--- src/rtl/lttac_pkg.sv ---
// lttac_pkg: shared types, constants and helpers for the lost-tick time accumulator
// used by the front, queue, back and top-level modules; no dependencies
`default_nettype none

package lttac_pkg;

  localparam logic [19:0] MICROS_PER_SEC = 20'd1000000;
  localparam logic [19:0] MICROS_MAX     = 20'd999999;
  localparam logic [19:0] TICK_LEN_RESET = 20'd10000;
  localparam logic [9:0]  MAX_GAP        = 10'd1000;

  // config register index
  localparam logic [0:0]  REG_TICK_LEN   = 1'b0;

  // front-to-back queue depth
  localparam int          QUEUE_DEPTH    = 2;

  typedef enum logic {
    KIND_TICK = 1'b0,
    KIND_LOAD = 1'b1
  } kind_t;

  // one classified item as handed from the front to the back
  typedef struct packed {
    kind_t       kind;
    logic [9:0]  skip;
    logic        flag;
    logic [31:0] lost;
    logic [31:0] seconds;
    logic [19:0] micros;
  } item_t;

  function automatic logic [19:0] clamp_micros(input logic [19:0] v);
    logic [19:0] r;
    r = (v > MICROS_MAX) ? MICROS_MAX : v;
    return r;
  endfunction

endpackage

`default_nettype wire

--- src/rtl/lttac_front.sv ---
// lttac_front: accepts items, works out skipped ticks and the lost-tick total
// depends on lttac_pkg; feeds lttac_queue
`default_nettype none

module lttac_front import lttac_pkg::*; #(
  parameter int COUNT_WIDTH = 32
) (
  input  wire logic        clk,
  input  wire logic        rst_n,
  input  wire logic        in_valid,
  output logic             in_stall,
  input  wire logic        in_kind,
  input  wire logic [31:0] in_tick_count,
  input  wire logic [31:0] in_load_seconds,
  input  wire logic [19:0] in_load_micros,
  input  wire logic        q_full,
  output logic             q_push,
  output item_t            q_item
);

  // wide enough for both the count and the plausibility limit
  localparam int GW = (COUNT_WIDTH > 11) ? COUNT_WIDTH : 11;

  logic [COUNT_WIDTH-1:0] prev_r, prev_nxt;
  logic                   first_r, first_nxt;
  logic [31:0]            lost_r, lost_nxt;

  logic [COUNT_WIDTH-1:0] reading;
  logic [COUNT_WIDTH-1:0] base;
  logic [COUNT_WIDTH-1:0] gap;
  logic [GW-1:0]          gap_ext;
  logic                   flag;
  logic [9:0]             skip;
  kind_t                  kind;

  assign in_stall = q_full;
  assign q_push   = in_valid && !q_full;
  assign kind     = kind_t'(in_kind);

  always_comb begin
    reading = COUNT_WIDTH'(in_tick_count);
    // first reading behaves as if the previous count was one below it
    base    = first_r ? (reading - COUNT_WIDTH'(1)) : prev_r;
    gap     = (reading == base) ? '0 : (reading - base - COUNT_WIDTH'(1));
    gap_ext = GW'(gap);
    flag    = (gap_ext > GW'(MAX_GAP));
    skip    = flag ? 10'd0 : 10'(gap_ext);
  end

  always_comb begin
    prev_nxt  = prev_r;
    first_nxt = first_r;
    lost_nxt  = lost_r;
    if (q_push && kind == KIND_TICK) begin
      prev_nxt  = reading;
      first_nxt = 1'b0;
      lost_nxt  = lost_r + 32'(skip);
    end
  end

  always_comb begin
    q_item.kind    = kind;
    q_item.seconds = in_load_seconds;
    q_item.micros  = clamp_micros(in_load_micros);
    if (kind == KIND_LOAD) begin
      q_item.skip = 10'd0;
      q_item.flag = 1'b0;
      q_item.lost = lost_r;
    end else begin
      q_item.skip = skip;
      q_item.flag = flag;
      q_item.lost = lost_r + 32'(skip);
    end
  end

  always_ff @(posedge clk) begin
    if (!rst_n) begin
      prev_r  <= '0;
      first_r <= 1'b1;
      lost_r  <= '0;
    end else begin
      prev_r  <= prev_nxt;
      first_r <= first_nxt;
      lost_r  <= lost_nxt;
    end
  end

endmodule

`default_nettype wire

--- src/rtl/lttac_queue.sv ---
// lttac_queue: short register queue between the front and the back
// depends on lttac_pkg for the item type and depth
`default_nettype none

module lttac_queue import lttac_pkg::*; (
  input  wire logic  clk,
  input  wire logic  rst_n,
  input  wire logic  push,
  input  wire item_t push_item,
  output logic       full,
  input  wire logic  pop,
  output logic       nonempty,
  output item_t      head
);

  localparam int PW = (QUEUE_DEPTH > 1) ? $clog2(QUEUE_DEPTH) : 1;
  localparam int CW = $clog2(QUEUE_DEPTH + 1);

  item_t          mem [QUEUE_DEPTH];
  logic [PW-1:0]  wr_ptr_r, wr_ptr_nxt;
  logic [PW-1:0]  rd_ptr_r, rd_ptr_nxt;
  logic [CW-1:0]  count_r, count_nxt;

  assign full     = (count_r == CW'(QUEUE_DEPTH));
  assign nonempty = (count_r != '0);
  assign head     = mem[rd_ptr_r];

  always_comb begin
    wr_ptr_nxt = wr_ptr_r;
    rd_ptr_nxt = rd_ptr_r;
    count_nxt  = count_r;
    if (push) begin
      wr_ptr_nxt = (wr_ptr_r == PW'(QUEUE_DEPTH - 1)) ? '0 : wr_ptr_r + PW'(1);
    end
    if (pop) begin
      rd_ptr_nxt = (rd_ptr_r == PW'(QUEUE_DEPTH - 1)) ? '0 : rd_ptr_r + PW'(1);
    end
    if (push && !pop) begin
      count_nxt = count_r + CW'(1);
    end else if (pop && !push) begin
      count_nxt = count_r - CW'(1);
    end
  end

  always_ff @(posedge clk) begin
    if (push) begin
      mem[wr_ptr_r] <= push_item;
    end
  end

  always_ff @(posedge clk) begin
    if (!rst_n) begin
      wr_ptr_r <= '0;
      rd_ptr_r <= '0;
      count_r  <= '0;
    end else begin
      wr_ptr_r <= wr_ptr_nxt;
      rd_ptr_r <= rd_ptr_nxt;
      count_r  <= count_nxt;
    end
  end

  a_no_overflow: assert property (@(posedge clk) disable iff (!rst_n)
    push |-> !full)
    else $error("queue push while full");

  a_no_underflow: assert property (@(posedge clk) disable iff (!rst_n)
    pop |-> nonempty)
    else $error("queue pop while empty");

  a_count_bound: assert property (@(posedge clk) disable iff (!rst_n)
    count_r <= CW'(QUEUE_DEPTH))
    else $error("queue count out of range");

endmodule

`default_nettype wire

--- src/rtl/lttac_back.sv ---
// lttac_back: applies queued items to the seconds/microseconds clock,
// one tick-length bump per cycle, and holds the result register; uses lttac_pkg
`default_nettype none

module lttac_back import lttac_pkg::*; (
  input  wire logic        clk,
  input  wire logic        rst_n,
  input  wire logic [19:0] step_us,
  input  wire logic        q_nonempty,
  input  wire item_t       q_head,
  output logic             q_pop,
  output logic             out_valid,
  input  wire logic        out_stall,
  output logic [31:0]      out_clock_seconds,
  output logic [19:0]      out_clock_micros,
  output logic [9:0]       out_skipped,
  output logic [31:0]      out_lost_total,
  output logic             out_implausible
);

  typedef enum logic {
    ST_IDLE,
    ST_RUN
  } state_t;

  state_t      state_r, state_nxt;
  item_t       cur_r, cur_nxt;
  logic [9:0]  cnt_r, cnt_nxt;
  logic [31:0] sec_r, sec_nxt;
  logic [19:0] us_r, us_nxt;
  logic        ov_r, ov_nxt;
  logic [31:0] osec_r, osec_nxt;
  logic [19:0] ous_r, ous_nxt;
  logic [9:0]  oskip_r, oskip_nxt;
  logic [31:0] olost_r, olost_nxt;
  logic        oflag_r, oflag_nxt;

  logic [20:0] us_sum;
  logic        out_free;

  assign out_free = !ov_r || !out_stall;
  assign us_sum   = {1'b0, us_r} + {1'b0, step_us};

  always_comb begin
    state_nxt = state_r;
    cur_nxt   = cur_r;
    cnt_nxt   = cnt_r;
    sec_nxt   = sec_r;
    us_nxt    = us_r;
    ov_nxt    = ov_r && out_stall;
    osec_nxt  = osec_r;
    ous_nxt   = ous_r;
    oskip_nxt = oskip_r;
    olost_nxt = olost_r;
    oflag_nxt = oflag_r;
    q_pop     = 1'b0;
    unique case (state_r)
      ST_IDLE: begin
        if (q_nonempty) begin
          q_pop     = 1'b1;
          cur_nxt   = q_head;
          cnt_nxt   = q_head.skip;
          state_nxt = ST_RUN;
          if (q_head.kind == KIND_LOAD) begin
            sec_nxt = q_head.seconds;
            us_nxt  = q_head.micros;
          end
        end
      end
      ST_RUN: begin
        if (cnt_r != 10'd0) begin
          cnt_nxt = cnt_r - 10'd1;
          if (us_sum >= {1'b0, MICROS_PER_SEC}) begin
            us_nxt  = 20'(us_sum - {1'b0, MICROS_PER_SEC});
            sec_nxt = sec_r + 32'd1;
          end else begin
            us_nxt  = us_sum[19:0];
          end
        end else if (out_free) begin
          ov_nxt    = 1'b1;
          osec_nxt  = sec_r;
          ous_nxt   = us_r;
          oskip_nxt = cur_r.skip;
          olost_nxt = cur_r.lost;
          oflag_nxt = cur_r.flag;
          state_nxt = ST_IDLE;
        end
      end
      default: state_nxt = ST_IDLE;
    endcase
  end

  always_ff @(posedge clk) begin
    if (!rst_n) begin
      state_r <= ST_IDLE;
      cnt_r   <= '0;
      sec_r   <= '0;
      us_r    <= '0;
      ov_r    <= 1'b0;
    end else begin
      state_r <= state_nxt;
      cnt_r   <= cnt_nxt;
      sec_r   <= sec_nxt;
      us_r    <= us_nxt;
      ov_r    <= ov_nxt;
    end
    cur_r   <= cur_nxt;
    osec_r  <= osec_nxt;
    ous_r   <= ous_nxt;
    oskip_r <= oskip_nxt;
    olost_r <= olost_nxt;
    oflag_r <= oflag_nxt;
  end

  assign out_valid         = ov_r;
  assign out_clock_seconds = osec_r;
  assign out_clock_micros  = ous_r;
  assign out_skipped       = oskip_r;
  assign out_lost_total    = olost_r;
  assign out_implausible   = oflag_r;

  a_micros_range: assert property (@(posedge clk) disable iff (!rst_n)
    us_r < MICROS_PER_SEC)
    else $error("clock micros out of range");

  a_result_after_bumps: assert property (@(posedge clk) disable iff (!rst_n)
    $rose(ov_r) |-> $past(state_r == ST_RUN && cnt_r == 10'd0))
    else $error("result issued before bumps finished");

  a_load_no_skip: assert property (@(posedge clk) disable iff (!rst_n)
    (q_pop && q_head.kind == KIND_LOAD) |-> (q_head.skip == 10'd0 && !q_head.flag))
    else $error("load item carries skipped ticks");

endmodule

`default_nettype wire

--- src/rtl/lost_tick_time_accumulator_top.sv ---
// lost_tick_time_accumulator_top: top level of the lost-tick time accumulator
// depends on lttac_pkg, lttac_front, lttac_queue and lttac_back
//
// usage:
//  - input channel (in_valid / in_stall): one item per interrupt; in_kind selects
//    a tick count reading or a clock load (load_seconds, load_micros)
//  - result channel (out_valid / out_stall): exactly one item back per input item,
//    in order, carrying the clock, the skipped ticks, the lost total and the flag
//  - cfg_* port: apb-style, one register, tick_length_us at byte address 0;
//    values above 999999 act as 999999, write it only while the block is idle
//  - the front classifies each reading at the accept edge (gap, plausibility,
//    lost total) and pushes it into a two-entry queue; in_stall is queue full
//  - the back applies one tick-length bump per cycle, one per skipped tick,
//    skipped being 0..1000 (0 for loads and flagged gaps), then writes the
//    result register; it takes no new item until the current one is written out
//  - the result sits in an output register; while out_stall is high it holds,
//    the back finishes the next item and waits, and the queue keeps filling
//  - reset (rst_n low, synchronous) clears the clock, lost total and queue,
//    arms the first-reading case and sets tick_length_us to 10000
`default_nettype none

module lost_tick_time_accumulator_top import lttac_pkg::*; #(
  parameter int COUNT_WIDTH = 32
) (
  input  wire logic        clk,
  input  wire logic        rst_n,
  // input channel
  input  wire logic        in_valid,
  output logic             in_stall,
  input  wire logic        in_kind,
  input  wire logic [31:0] in_tick_count,
  input  wire logic [31:0] in_load_seconds,
  input  wire logic [19:0] in_load_micros,
  // result channel
  output logic             out_valid,
  input  wire logic        out_stall,
  output logic [31:0]      out_clock_seconds,
  output logic [19:0]      out_clock_micros,
  output logic [9:0]       out_skipped,
  output logic [31:0]      out_lost_total,
  output logic             out_implausible,
  // configuration port
  input  wire logic        cfg_psel,
  input  wire logic        cfg_penable,
  input  wire logic        cfg_pwrite,
  input  wire logic [2:0]  cfg_paddr,
  input  wire logic [31:0] cfg_pwdata,
  output logic [31:0]      cfg_prdata,
  output logic             cfg_pready
);

  // tick length register, raw 20 bits as written
  logic [19:0] tick_len_r, tick_len_nxt;
  logic        cfg_wr;
  logic [0:0]  cfg_index;
  logic [19:0] step_us;

  // front/queue/back hookup
  logic  q_push, q_full, q_pop, q_nonempty;
  item_t q_in, q_head;

  assign cfg_pready = 1'b1;
  assign cfg_index  = cfg_paddr[2];
  assign cfg_wr     = cfg_psel && cfg_penable && cfg_pwrite && cfg_pready;

  always_comb begin
    tick_len_nxt = tick_len_r;
    if (cfg_wr && cfg_index == REG_TICK_LEN) begin
      tick_len_nxt = cfg_pwdata[19:0];
    end
  end

  always_ff @(posedge clk) begin
    if (!rst_n) begin
      tick_len_r <= TICK_LEN_RESET;
    end else begin
      tick_len_r <= tick_len_nxt;
    end
  end

  // reads of anything but the tick length return zero
  assign cfg_prdata = (cfg_index == REG_TICK_LEN) ? 32'(tick_len_r) : 32'd0;

  // oversized tick lengths saturate at one second minus a microsecond
  assign step_us = clamp_micros(tick_len_r);

  lttac_front #(
    .COUNT_WIDTH (COUNT_WIDTH)
  ) u_front (
    .clk             (clk),
    .rst_n           (rst_n),
    .in_valid        (in_valid),
    .in_stall        (in_stall),
    .in_kind         (in_kind),
    .in_tick_count   (in_tick_count),
    .in_load_seconds (in_load_seconds),
    .in_load_micros  (in_load_micros),
    .q_full          (q_full),
    .q_push          (q_push),
    .q_item          (q_in)
  );

  lttac_queue u_queue (
    .clk       (clk),
    .rst_n     (rst_n),
    .push      (q_push),
    .push_item (q_in),
    .full      (q_full),
    .pop       (q_pop),
    .nonempty  (q_nonempty),
    .head      (q_head)
  );

  lttac_back u_back (
    .clk               (clk),
    .rst_n             (rst_n),
    .step_us           (step_us),
    .q_nonempty        (q_nonempty),
    .q_head            (q_head),
    .q_pop             (q_pop),
    .out_valid         (out_valid),
    .out_stall         (out_stall),
    .out_clock_seconds (out_clock_seconds),
    .out_clock_micros  (out_clock_micros),
    .out_skipped       (out_skipped),
    .out_lost_total    (out_lost_total),
    .out_implausible   (out_implausible)
  );

endmodule

`default_nettype wire

--- config.mk ---
export PLATFORM = sky130hd
export DESIGN_NAME = lost_tick_time_accumulator_top
export DESIGN_NICKNAME = d
export VERILOG_FILES = /design/src/rtl/lttac_pkg.sv /design/src/rtl/lttac_front.sv /design/src/rtl/lttac_queue.sv /design/src/rtl/lttac_back.sv /design/src/rtl/lost_tick_time_accumulator_top.sv
export SDC_FILE = /design/constraint.sdc
export NUM_CORES = 1
export LEC_CHECK = 0
export BUFFER_PORTS_ARGS = -buffer_cell sky130_fd_sc_hd__buf_2
export CAP_MARGIN = 20
export CELL_PAD_IN_SITES_DETAIL_PLACEMENT = 0
export CELL_PAD_IN_SITES_GLOBAL_PLACEMENT = 1
export CORE_MARGIN = 4
export CORE_UTILIZATION = 31
export CTS_CLUSTER_DIAMETER = 100
export CTS_CLUSTER_SIZE = 40
export DETAILED_ROUTE_END_ITERATION = 6
export GPL_TIMING_DRIVEN = 0
export PLACE_DENSITY = 0.65
export RECOVER_POWER = 25
export REMOVE_ABC_BUFFERS = 1
export SLEW_MARGIN = 40
export SYNTH_ARGS = -nofsm -noshare
export SYNTH_HDL_FRONTEND = slang
export SYNTH_SLANG_ARGS = --single-unit
--- constraint.sdc ---
create_clock -name clk -period 7.87 [get_ports clk]
set_clock_uncertainty 0.15 [all_clocks]
set_input_delay 0.3935 -clock clk [delete_from_list [all_inputs] [get_ports clk]]
set_output_delay 0.3935 -clock clk [all_outputs]
set_load 0.1 [all_outputs]
### Word level (Yosys, flattened, before mapping)

Memory sizes are Yosys's and may differ from the RTL's. A register that Yosys moved wholly into a read port is not among the register bits.
Cells that the tools add are included.

| operators by class | value |
|---|---|
| equal/unequal tests | 6 |
| mux-type cells | 36 |
| add/subtract/negate cells | 12 |
| reduce and logical (&&, ||, !) cells | 22 |
| $lt $le $gt $ge | 4 |
| bitwise gates (word level) | 4 |

Operators by type and width:

| operator | count |
|---|---|
| two-way mux 32 bit | 6 |
| two-way mux 20 bit | 7 |
| case mux 32 bit (2 select lines) | 1 |
| subtractor 32 x 1 -> 32 bit, second input constant | 2 |
| two-way mux 43 bit | 1 |
| > comparator 20 bit, second input constant | 2 |
| case mux 20 bit (2 select lines) | 1 |
| adder 32 x 1 -> 32 bit, second input constant | 1 |
| adder 32 x 10 -> 32 bit | 1 |
| equality test 32 bit | 1 |
| > comparator 32 x 10 -> 1 bit, second input constant | 1 |
| subtractor 32 bit | 1 |
| two-way mux 10 bit | 3 |
| adder 20 x 20 -> 21 bit | 1 |
| >= comparator 21 x 20 -> 1 bit, second input constant | 1 |
| case mux 10 bit (2 select lines) | 1 |
| subtractor 20 bit, second input constant | 1 |
| two-way mux 1 bit | 13 |
| nonzero test 10 bit | 1 |
| subtractor 10 x 1 -> 10 bit, second input constant | 1 |
| logical AND 1 bit | 8 |
| != test 2 bit, second input constant | 3 |
| AND reduction 3 bit | 2 |
| logical NOT 1 bit | 5 |
| 12 further kinds | 19 |

| storage, ports and cells | value |
|---|---|
| flip-flop bits (word level) | 291 |
| memories kept | 1 |
| bits of input ports | 127 |
| RAM bits | 192 |

Memory list:

| memory | depth | bits a word | read ports | clocked after Yosys merged registers in | write ports | RTL line | text |
|---|---|---|---|---|---|---|---|
| u_queue.mem | 2 | 96 | 1 | 1 | 1 | lttac_queue.sv:19 | `item_t mem [QUEUE_DEPTH];` |

### Longest topological paths before layout

| depth | value |
|---|---|
| depth in word-level cells | 9 |
| depth in mapped cells | 35 |
| depth with buffers taken out | 31 |

### Hierarchy

A second synthesis with hierarchy kept.

| second synthesis, totals | value |
|---|---|
| cell total of the unflattened synthesis | 2359 |
| area, all modules | 24880.1 µm² |

By module, submodules not included:

| module | area an instance (µm²) | times used | sequential area each (µm²) | cells each |
|---|---|---|---|---|
| lttac_back | 9491.6 | 1 | 5425.2 | 877 |
| lttac_queue | 7347.0 | 1 | 5865.6 | 321 |
| lttac_front | 6861.6 | 1 | 1301.2 | 1005 |
| lost_tick_time_accumulator_top | 1179.9 | 1 | 400.4 | 156 |

### Worst setup path after synthesis

Ideal clock, no wire load.

| timing path | value |
|---|---|
| kind | in2reg |
| start | in in_tick_count[5] |
| end | mem u_queue.mem[0][79] (netlist bit) (data pin) |
| setup slack | 0.219 ns |
| library setup time | 0.270 ns |
| arrival time | 7.231 ns |
| required time | 7.450 ns |
| cell stages on the path | 31 |
| cells stage by stage | nor4_1 -> nand2_1 -> or3_1 -> or4_1 -> nor3_1 -> nand2_1 -> xor2_1 -> nand2_1 -> o21ai_0 -> ha_1 -> clkbuf_1 -> nand4_1 -> or4_1 -> nor4_1 -> o31ai_2 -> and2_1 -> a41o_1 -> nor4_1 -> nand4b_1 -> buf_2 -> nor3_1 -> ha_1 -> a21o_1 -> a21oi_1 -> o21bai_1 -> a21oi_1 -> o21ba_2 -> o21ai_0 -> a21oi_1 -> nor3_1 -> xor2_1 |

RTL lines:

| item | RTL line | text |
|---|---|---|
| start, declared | lost_tick_time_accumulator_top.sv:31 | `input wire logic [31:0] in_tick_count,` |
| end, declared | lttac_queue.sv:19 |  |

### Final worst setup path

| timing path | value |
|---|---|
| start | in in_tick_count[1] |
| end | reg u_front.lost_r[26] |

| on the way | value |
|---|---|
| longest elaborated chain between the ends | 8 |
| elaborated cells on any way between the ends | 9 |
| classes of those cells | add/sub: 4; order compare: 1; eq/ne: 1; mux: 3 |

Ends and longest elaborated chain:

| item | RTL line | text |
|---|---|---|
| subtractor 32 x 1 -> 32 bit | lttac_front.sv:43 | `base = first_r ? (reading - COUNT_WIDTH'(1)) : prev_r;` |
| two-way mux 32 bit | lttac_front.sv:43 |  |
| subtractor 32 bit | lttac_front.sv:44 | `gap = (reading == base) ? '0 : (reading - base - COUNT_WIDTH'(1));` |
| subtractor 32 x 1 -> 32 bit | lttac_front.sv:44 |  |
| two-way mux 32 bit * | lttac_front.sv:44 |  |
| > comparator 32 x 10 -> 1 bit | lttac_front.sv:46 | `flag = (gap_ext > GW'(MAX_GAP));` |
| two-way mux 10 bit * | lttac_front.sv:47 | `skip = flag ? 10'd0 : 10'(gap_ext);` |
| adder 32 x 10 -> 32 bit * | lttac_front.sv:57 | `lost_nxt = lost_r + 32'(skip);` |
| end signal, assigned | lttac_front.sv:84 | `lost_r <= lost_nxt;` |
| end, declared | lttac_front.sv:26 | `logic [31:0] lost_r, lost_nxt;` |

Mark *: on every way between the ends. The rest lies on a longest branch, timed or not.
A chain may end at the register's enable or synchronous reset.

==> impl_metrics.csv <==
group,metric,value,unit
run_status,status,"finished with violations",
run_status,failed_checks,"max-capacitance violations, max-slew violations",
layout,post-route-util,0.376,
sta,fmax,0.134,GHz
layout,drive_gt1_frac,0.158,
clock_network,cts_tree,"built",
pwr,ir_worst_vdd,192,µV
critical_path,r2r-start,"u_front.first_r$_SDFFE_PN1P_",
yosys,synth-edff-count,330,
drt,firstDrtPassIters,5,
global_routing,antenna_found_initial,0,
layout,nFillCells,7626,
clock_network,clk_pin_slew,130,ps
critical_path,end_kind,"flop",
critical_path,required,8270,ps
critical_path,cp_max_fo,21,
global_routing,grt_start_max_net_pins,67,
global_routing,grt_pass1_vias,18000,
clock_network,clock-sinks,484,
flow_run,cap_viol_max_count,2,
sta,timing.final.ws_setup,394,ps
yosys,synth_ff_type,"edfxtp_1",
yosys,yosys-top-cells-area,"edfxtp_1, dfxtp_1, nand2_1, a21oi_1, ha_1",
drt,final_antenna_net_count,0,
sta,tightest_slew,2440,ps
clock_network,clock_latency,620,ps
yosys,yosysSeqAreaShare,0.538,
yosys,ys_types,84,
drt,vias,18300,
placed_design,dp_hpwl,46300,µm
sta,fin_crit_sh,0.950,
placed_design,port_buffers,229,
global_routing,grt-ovfl-total,0,
clock_network,cts_htree_levels,1,
sta,max_slew_margin,-0.625,
yosys,synth_cells,2293,
worst_hold_path,hold_end,"tick_len_r[4]$_SDFFE_PN1P_",
critical_path,startpoint_type,"input port",
drt,drt-total-wl,64500,µm
sta,setup_viol,0,
critical_path,max_stage_delay,540,ps
yosys,syn_area,0.0241,mm²
yosys,synth-async-reset-ratio,0,
critical_path,slowest_stage,"or4_4",
critical_path,path_buf_inv,4,
critical_path,path_class,"in -> reg",
yosys,yosysWarnings,0,
placed_design,preCtsSetupSlack,-2070,ps
critical_path,crit_start,"in_tick_count[1]",
critical_path,reg2reg_to,"u_front.lost_r[26]$_SDFFE_PN0P_",
yosys,yosys_register_bits,484,
sta,rsz0062_at_grt,"false",
drt,routedWlPerCell,17.8,µm
critical_path,cp_top_family,"simple AND/OR/NAND/NOR gates",
drt,drcViolationCount,0,
global_routing,grtUsageTotal,0.150,
drt,drtIter0Drc,1015,
worst_hold_path,hp-start,"cfg_pwrite",
drt,viasPerCell,5.05,
placed_design,dp.cells,3457,
sta,finalHoldViolCount,0,
yosys,synth_top_area_frac,0.411,
placed_design,gp_congestion,0.803,
floorplan,dieArea,0.0824,mm²
sta,slew_viol_final,71,
sta,period_needed,7480,ps
worst_hold_path,holdPathStages,4,
critical_path,r2r_slack,930,ps
floorplan,die_w,287,µm
layout,stdcell_count,3623,
yosys,synth_area_leader_cell,"edfxtp_1",
layout,fin_nets,2762,
critical_path,arrival,7880,ps
layout,antenna_cells,0,
clock_network,root_buffer,"clkbuf_16",
pwr,pwr_density_cell,294,mW/mm²
clock_network,cts_max_path_buffers,3,
critical_path,rr_worst_depth,23,
layout,syn2layout_area_growth,20.6,%
clock_network,cts_buffers,26,
yosys,syn-mean-instance-area,10.5,µm²
floorplan,die_height,287,µm
floorplan,rows,102,
floorplan,start_util,0.312,
pwr,p_leak,0.0103,µW
worst_hold_path,hold_path_class,"in -> reg",
global_routing,grt_pass1_wl,101000,µm
floorplan,coreArea,0.0773,mm²
floorplan,pin_count,257,
==> worst register-to-register path, delay by kind of cell (launching register included) <==
family | cells | cell delay, ps
adder cells (fa/ha/maj) | 3 | 860
buffers and inverters | 1 | 220
AO/OA/AOI/OAI | 14 | 3600
AND/OR/NAND/NOR | 5 | 1620
flip-flops | 1 | 450
==> worst max path at each step <==
stage	cells after the start	slack, ps	end
finish	34	390	u_front.lost_r[26]$_SDFFE_PN0P_
global placement	2	-4330	u_back.out_lost_total[25]$_DFFE_PP_
floorplan	30	-320	u_queue.mem[0][72]$_DFFE_PP_
CTS	34	10	u_front.lost_r[26]$_SDFFE_PN0P_
detailed placement	30	-2070	u_queue.mem[0][81]$_DFFE_PP_
global route	34	2	u_front.lost_r[28]$_SDFFE_PN0P_
==> synth_stat cells, drive strengths merged (12+ instances only) <==
| master | number |
|---|---|
| a211oi | 25 |
| a21o | 23 |
| a21oi | 202 |
| and2 | 29 |
| and3 | 15 |
| and4 | 12 |
| buf | 41 |
| clkbuf | 107 |
| dfxtp | 154 |
| edfxtp | 330 |
| ha | 69 |
| inv | 37 |
| mux2 | 54 |
| mux2i | 50 |
| nand2 | 297 |
| nand2b | 28 |
| nand3 | 63 |
| nand4 | 32 |
| nor2 | 121 |
| nor2b | 37 |
| nor3 | 65 |
| nor4 | 22 |
| o211ai | 23 |
| o21ai | 127 |
| o221a | 12 |
| o22ai | 16 |
| o31ai | 20 |
| or3 | 31 |
| or4 | 13 |
| xnor2 | 53 |
| xor2 | 35 |
==> power by group <==
group,switching [µW],internal (µW)
clock network,1010,710
logic,2210,1030
registers,258,3330
total,3480,5080
==> registers in the layout, summed over array words and instances (netlist names), 2 cells and up, named ones only <==
signal                    count
u_back.out_lost_total        32
u_back.us_r                  20
u_back.sec_r                 32
u_front.lost_r               32
tick_len_r                   20
u_back.out_clock_micros      20
u_queue.mem                 192
u_back.cur_r                 43
u_back.out_skipped           10
u_queue.count_r               2
u_front.prev_r               32
u_back.out_clock_seconds     32
u_back.cnt_r                 10
==> layer usage <==
metal / global-route usage / up-vias / routed length [µm]
met5: 0 / - / 0
met4: 0.0271 / 0 / 1200
met3: 0.0190 / 57 / 2480
met2: 0.264 / 315 / 31600
met1: 0.199 / 8928 / 29200
li1: - / 9007 / -
==> metrics by stage <==
step	TNS, ps	total power [µW]	hold slack, ps	instance area (µm²)
global placement	-859580	6720	254	26000
finish	0	8560	192	29100
CTS	0	8640	172	29000
global route	0	9060	239	29100
detailed placement	-143860	6840	255	26800
floorplan	-12070	5890	250	23500
==> cell usage in the layout (no fill, tap or decap), drive strengths merged, types with 65 or more instances in the layout <==
master	n
a21oi	202
nand2	297
nor2	121
nor3	65
dfxtp	154
o21ai	127
ha	69
dlygate4sd3	106
edfxtp	330
buf	239
==> cell type report <==
| type | count | area [µm²] | share of cell area |
|---|---|---|---|
| Clock buffer | 28 | 668 | 0.0230 |
| Clock inverter | 20 | 357 | 0.0123 |
| Inverter | 37 | 151 | 0.00520 |
| Multi-Input combinational cell | 1638 | 10700 | 0.369 |
| Sequential cell | 484 | 13000 | 0.447 |
| Tap cell | 1040 | 1300 | 0.0447 |
| Timing Repair Buffer | 376 | 2900 | 0.0996 |
==> what timing repair did <==
item / CTS / global route
gates resized for setup: 17 / 18
hold buffers: 106 / 0
hold endpoints to repair: 164 / 0
cloned: 2 / 1
pin swaps: 3 / 5
endpoints found under the setup margin: 81 / 75
buffers inserted: 6 / 2
==> cells by family after synthesis <==
logic type	synth area share
adders and majority gates	0.0383
xor gates and xnor gates	0.0319
muxes	0.0459
and+or+nand+nor	0.161
other	0.000311
DFF	0.538
buffers and inverters	0.0330
AOI/OAI and AO/OA	0.152
Note: power is estimated with default switching activity, not from simulation.
